==> config.mk <==
export PLATFORM = sky130hd
export DESIGN_NAME = tun_root_step
export DESIGN_NICKNAME = d
export VERILOG_FILES = /design/src/rtl/core/tun_pkg.sv /design/src/rtl/core/tun_root_step.sv
export SDC_FILE = /design/constraint.sdc
export NUM_CORES = 2
export LEC_CHECK = 0
export BUFFER_PORTS_ARGS = -buffer_cell sky130_fd_sc_hd__buf_2
export CORE_AREA = 2 2 515 517
export DETAILED_ROUTE_END_ITERATION = 7
export DIE_AREA = 0 0 517 519
export PLACE_DENSITY = 0.47
export SLEW_MARGIN = 20
export SYNTH_ARGS = -nofsm -noshare
export SYNTH_HDL_FRONTEND = slang
export SYNTH_SLANG_ARGS = --single-unit
==> constraint.sdc <==
create_clock -name clk -period 22.5 [get_ports clk]
set_input_delay 2.25 -clock clk [delete_from_list [all_inputs] [get_ports clk]]
set_output_delay 2.25 -clock clk [all_outputs]
set_load 0.02 [all_outputs]
==> src/rtl/core/tun_pkg.sv <==
`default_nettype none
package tun_pkg;

    localparam int COORD_BITS_DEF = 16;
    localparam int LANES          = 3;
    localparam int NORM_BITS      = 16;
    // |c| * 2^15 / sqrt(S), squared: c^2 * 2^30 against q^2 * S
    localparam int FRAC_SHIFT     = 2 * (NORM_BITS - 1);
    localparam logic [NORM_BITS-1:0] NORM_MAX = {1'b0, {(NORM_BITS-1){1'b1}}};

endpackage
`default_nettype wire

==> src/rtl/core/tun_root_step.sv <==
`default_nettype none
module tun_root_step #(
    parameter int COORD_BITS = tun_pkg::COORD_BITS_DEF,
    parameter int BIT        = 15
) (
    input  wire logic                                  clk,
    input  wire logic                                  rst_n,
    input  wire logic                                  in_valid,
    output logic                                       in_ready,
    input  wire logic [4*COORD_BITS+1+tun_pkg::FRAC_SHIFT:0] in_r [tun_pkg::LANES],
    input  wire logic [4*COORD_BITS+3+tun_pkg::NORM_BITS:0]  in_qs [tun_pkg::LANES],
    input  wire logic [tun_pkg::NORM_BITS-1:0]         in_q [tun_pkg::LANES],
    input  wire logic [4*COORD_BITS+3:0]               in_s,
    input  wire logic [tun_pkg::LANES-1:0]             in_neg,
    input  wire logic                                  in_degen,
    output logic                                       out_valid,
    input  wire logic                                  out_ready,
    output logic [4*COORD_BITS+1+tun_pkg::FRAC_SHIFT:0] out_r [tun_pkg::LANES],
    output logic [4*COORD_BITS+3+tun_pkg::NORM_BITS:0]  out_qs [tun_pkg::LANES],
    output logic [tun_pkg::NORM_BITS-1:0]              out_q [tun_pkg::LANES],
    output logic [4*COORD_BITS+3:0]                    out_s,
    output logic [tun_pkg::LANES-1:0]                  out_neg,
    output logic                                       out_degen
);
    localparam int QB  = tun_pkg::NORM_BITS;
    localparam int SW  = 4 * COORD_BITS + 4;
    localparam int RW  = 4 * COORD_BITS + 2 + tun_pkg::FRAC_SHIFT;
    localparam int QSW = SW + QB;
    localparam int DW  = QSW + QB + 1;
    localparam int NL  = tun_pkg::LANES;

    logic [DW-1:0]  delta [NL];
    logic [DW-1:0]  diff  [NL];
    logic [NL-1:0]  take;
    logic [RW-1:0]  r_reg  [NL];
    logic [QSW-1:0] qs_reg [NL];
    logic [QB-1:0]  q_reg  [NL];
    logic [SW-1:0]  s_reg;
    logic [NL-1:0]  neg_reg;
    logic           degen_reg;
    logic           v_reg;
    logic           en;

    // (q + 2^b)^2 * S - q^2 * S = (q*S << b+1) + (S << 2b)
    always_comb
    begin
        for (int i = 0; i < NL; i++)
        begin
            delta[i] = (DW'(in_qs[i]) << (BIT + 1)) + (DW'(in_s) << (2 * BIT));
            diff[i]  = DW'(in_r[i]) - delta[i];
            take[i]  = DW'(in_r[i]) >= delta[i];
        end
    end

    assign en       = !v_reg || out_ready;
    assign in_ready = en;

    always_ff @(posedge clk or negedge rst_n)
    begin
        if (!rst_n)
        begin
            v_reg <= 1'b0;
        end
        else if (en)
        begin
            v_reg <= in_valid;
        end
    end

    always_ff @(posedge clk)
    begin
        if (en)
        begin
            for (int i = 0; i < NL; i++)
            begin
                r_reg[i]  <= take[i] ? RW'(diff[i]) : in_r[i];
                qs_reg[i] <= take[i] ? in_qs[i] + (QSW'(in_s) << BIT) : in_qs[i];
                q_reg[i]  <= take[i] ? (in_q[i] | (QB'(1) << BIT)) : in_q[i];
            end
            s_reg     <= in_s;
            neg_reg   <= in_neg;
            degen_reg <= in_degen;
        end
    end

    assign out_valid = v_reg;
    assign out_r     = r_reg;
    assign out_qs    = qs_reg;
    assign out_q     = q_reg;
    assign out_s     = s_reg;
    assign out_neg   = neg_reg;
    assign out_degen = degen_reg;

endmodule
`default_nettype wire

==> results.sh <==
export IMPL_status="finished, final reports clean"
export IMPL_cp_start_kind="primary input"
export IMPL_maxSlewViolCount=0
export IMPL_cts_resized=0
export IMPL_clock_sinks=661
export IMPL_synthTopCellsByArea="edfxtp_1 (32%), ha_1 (13%), a21oi_1 (5.8%)"
export IMPL_gp_congestion=0.966
export IMPL_comb_power_share_pct=43.8
export IMPL_cts_root_buffer="clkbuf_16"
export IMPL_tns_ns=0
export IMPL_p_seq_share_pct=27.1
export IMPL_initial_core_util_pct=23.3
export IMPL_first_global_vias=57800
export IMPL_grt_use_total_pct=23.3
export IMPL_synth_area_um2=61500
export IMPL_synth_ff_type="edfxtp_1"
export IMPL_rows=189
export IMPL_synth_fp_nets=8011
export IMPL_drtAntennaViolNets=0
export IMPL_cts_htree_levels=3
export IMPL_cts_setup_buffers=0
export IMPL_synth_cell_types=88
export IMPL_drt_first_pass_iters=6
export IMPL_post_drt_via_cell_ratio=5.11
export IMPL_period_share_pct=51.2
export IMPL_syn_mean_instance_area_um2=9.19
export IMPL_die_h_um=519
export IMPL_final_hold_viol_count=0
export IMPL_min_path_type="reg2reg"
export IMPL_path_class="in2reg"
export IMPL_final_common_cell="buf_2"
export IMPL_ys_seq_area_share_pct=32.3
export IMPL_via_count=59100
export IMPL_drt_total_wl_mm=327
export IMPL_max_slew_worst_pin_slew_ns=1.13
export IMPL_maxSlewHeadroom_pct=24.2
export IMPL_drc=0
export IMPL_utilization_pct=28.6
export IMPL_max_freq_mhz=86.8
export IMPL_drtIter0Drc=4528
export IMPL_io_pins=1326
export IMPL_io_buffers=1325
export IMPL_drive_gt1_share_pct=22.2
export IMPL_antenna_found_initial=117
export IMPL_clock_power_share_pct=29.1
export IMPL_cts_tree="done"
export IMPL_cts_buffers=98
export IMPL_yosysWarnings=0
export IMPL_clkSlewWorstSetupHoldPaths_ns=0.06
export IMPL_p_sw_share_pct=40.7
export IMPL_syn_instance_count=6690
export IMPL_fin_crit_ns=11.53
export IMPL_gr_total_overflow=0
export IMPL_async_flop_share_pct=0.151
export IMPL_final_cell_mix="buf_2 (1325), a21oi_1 (709), edfxtp_1 (660)"
export IMPL_finalSetupViolations=0
export IMPL_rsz0062_at_grt="false"
export IMPL_core_um2=263000
export IMPL_drv_cap=0
export IMPL_clock_path_buffers=4
export IMPL_powerDensity_nw_per_um2=74.6
export IMPL_grt_max_degree=111
export IMPL_cp_data_arrival_time_ns=12.09
export IMPL_hpwlAfterDp_mm=276
export IMPL_worst_hold_slack_ns=1.02
export IMPL_synth_area_leader_cell="edfxtp_1"
export IMPL_avgRoutedWirePerCell_um=28.3
export IMPL_leakage_nw=33.3
export IMPL_ys_seq_elements=661
export IMPL_die_x_um=517
export IMPL_syn2layout_area_growth_pct=22.5
export IMPL_fin_worst_skew_ns=0.0280
export IMPL_finalNetCount=9248
export IMPL_grt_pass1_wl_mm=446
export IMPL_p_int_w=0.00333
export IMPL_yosysTopAreaCellShare_pct=32.2
export IMPL_finalPower_w=0.00562
export IMPL_slowest_delay_ns=0.82
export IMPL_synth_edff_count=660
export IMPL_clk_latency_ns=0.83
export IMPL_die_area_um2=268000
export IMPL_cpMaxStageDelayCell="buf_4"
export IMPL_power_switching_w=0.00229
export IMPL_cp_end_kind="register"
export IMPL_critPathRequiredTime_ns=23.06
export IMPL_worstPathMaxFanout=62
export IMPL_ir_drop_uv=77.5
export IMPL_cts_hold_buf=0
cells in the mapped netlist, drive strengths merged (79+ instances only):
master  count
inv       228
o21bai    127
clkbuf    208
a21oi     710
nand2b     81
xor2      261
nand3     143
mux2      293
nor3       85
a21o      466
nand2     554
o21ai     517
edfxtp    660
xnor2     348
nand4     146
nor2      319
a31oi      79
ha        648
nor2b      93
sequential cells by signal (all words and copies together), names as in the netlist:
signal	flops
out_degen	1
out_qs	252
out_s	68
out_r	288
out_neg	3
out_valid	1
out_q	48
layer usage:
| layer | part of all wire [%] | up-vias | wire length [um] | GRT usage (%) |
|---|---|---|---|---|
| li1 | - | 27800 | - | - |
| met1 | 43 | 28700 | 140000 | 29.7 |
| met2 | 45 | 2219 | 147000 | 37.1 |
| met3 | 7.4 | 443 | 24100 | 5.36 |
| met4 | 4.8 | 32 | 15800 | 10.7 |
| met5 | 0.063 | - | 207 | 0 |
cells by family after synthesis:
| family | count (synthesis) | share of synthesized area (%) |
|---|---|---|
| buffers and inverters | 495 | 3.34 |
| adders and majority gates | 657 | 13.5 |
| and+or+nand+nor | 1637 | 12.8 |
| AOI/OAI and AO/OA | 2320 | 23.8 |
| xor gates and xnor gates | 609 | 8.67 |
| muxes | 311 | 5.66 |
| DFF | 661 | 32.3 |
final cells by class:
class	instances	area (um^2)
Antenna cell	39	97.6
Timing Repair Buffer	1404	7220
Inverter	228	856
Fill cell	28400	188000
Multi-Input combinational cell	5534	39600
Clock inverter	62	699
Sequential cell	661	19800
Clock buffer	115	2580
Tap cell	3533	4420
worst max-delay path, delay by kind of cell:
| family | cells | cell delay [ns] |
|---|---|---|
| mux | 1 | 0.42 |
| compound gates | 14 | 3.73 |
| buf+inv | 5 | 2.26 |
| xor+xnor | 1 | 0.17 |
| fa+ha+maj | 2 | 0.92 |
| simple gates | 9 | 2.13 |
stage by stage:
stage / worst slack, ns / std cells / cell area [um^2]
6_report: 10.97 / 11600 / 75300
4_1_cts: 11.06 / 11500 / 75200
5_1_grt: 10.32 / 11600 / 75300
3_5_place_dp: 10.21 / 11400 / 72000
2_1_floorplan: 2.13 / 6690 / 61500
3_3_place_gp: 10.52 / 11400 / 72000
path summary, 6_finish.rpt:
check | startpoint | to | slack (ns) | cells after the start
setup / recovery | in_s[1] | out_r[66]$_DFFE_PP_ | 10.97 | 32
min in group asynchronous | rst_n | out_valid$_DFFE_PN0P_ | 1.24 | 1
hold / removal | out_valid$_DFFE_PN0P_ | out_valid$_DFFE_PN0P_ | 1.02 | 2
hold reg to reg | out_valid$_DFFE_PN0P_ | out_valid$_DFFE_PN0P_ | 1.02 | 2
setup reg to reg | out_valid$_DFFE_PN0P_ | out_qs[152]$_DFFE_PP_ | 17.53 | 7
max in group asynchronous | rst_n | out_valid$_DFFE_PN0P_ | 21.15 | 1
power by group through the flow:
stage | registers, W | logic (W) | clock network (W)
floorplan | 0.00172 | 0.00146 | 0
global placement | 0.00155 | 0.00246 | 0
detailed placement | 0.00155 | 0.00244 | 0
CTS | 0.00152 | 0.00246 | 0.00169
global route | 0.00153 | 0.00268 | 0.00173
finish | 0.00152 | 0.00246 | 0.00163
Note: power is estimated with default switching activity, not from simulation.
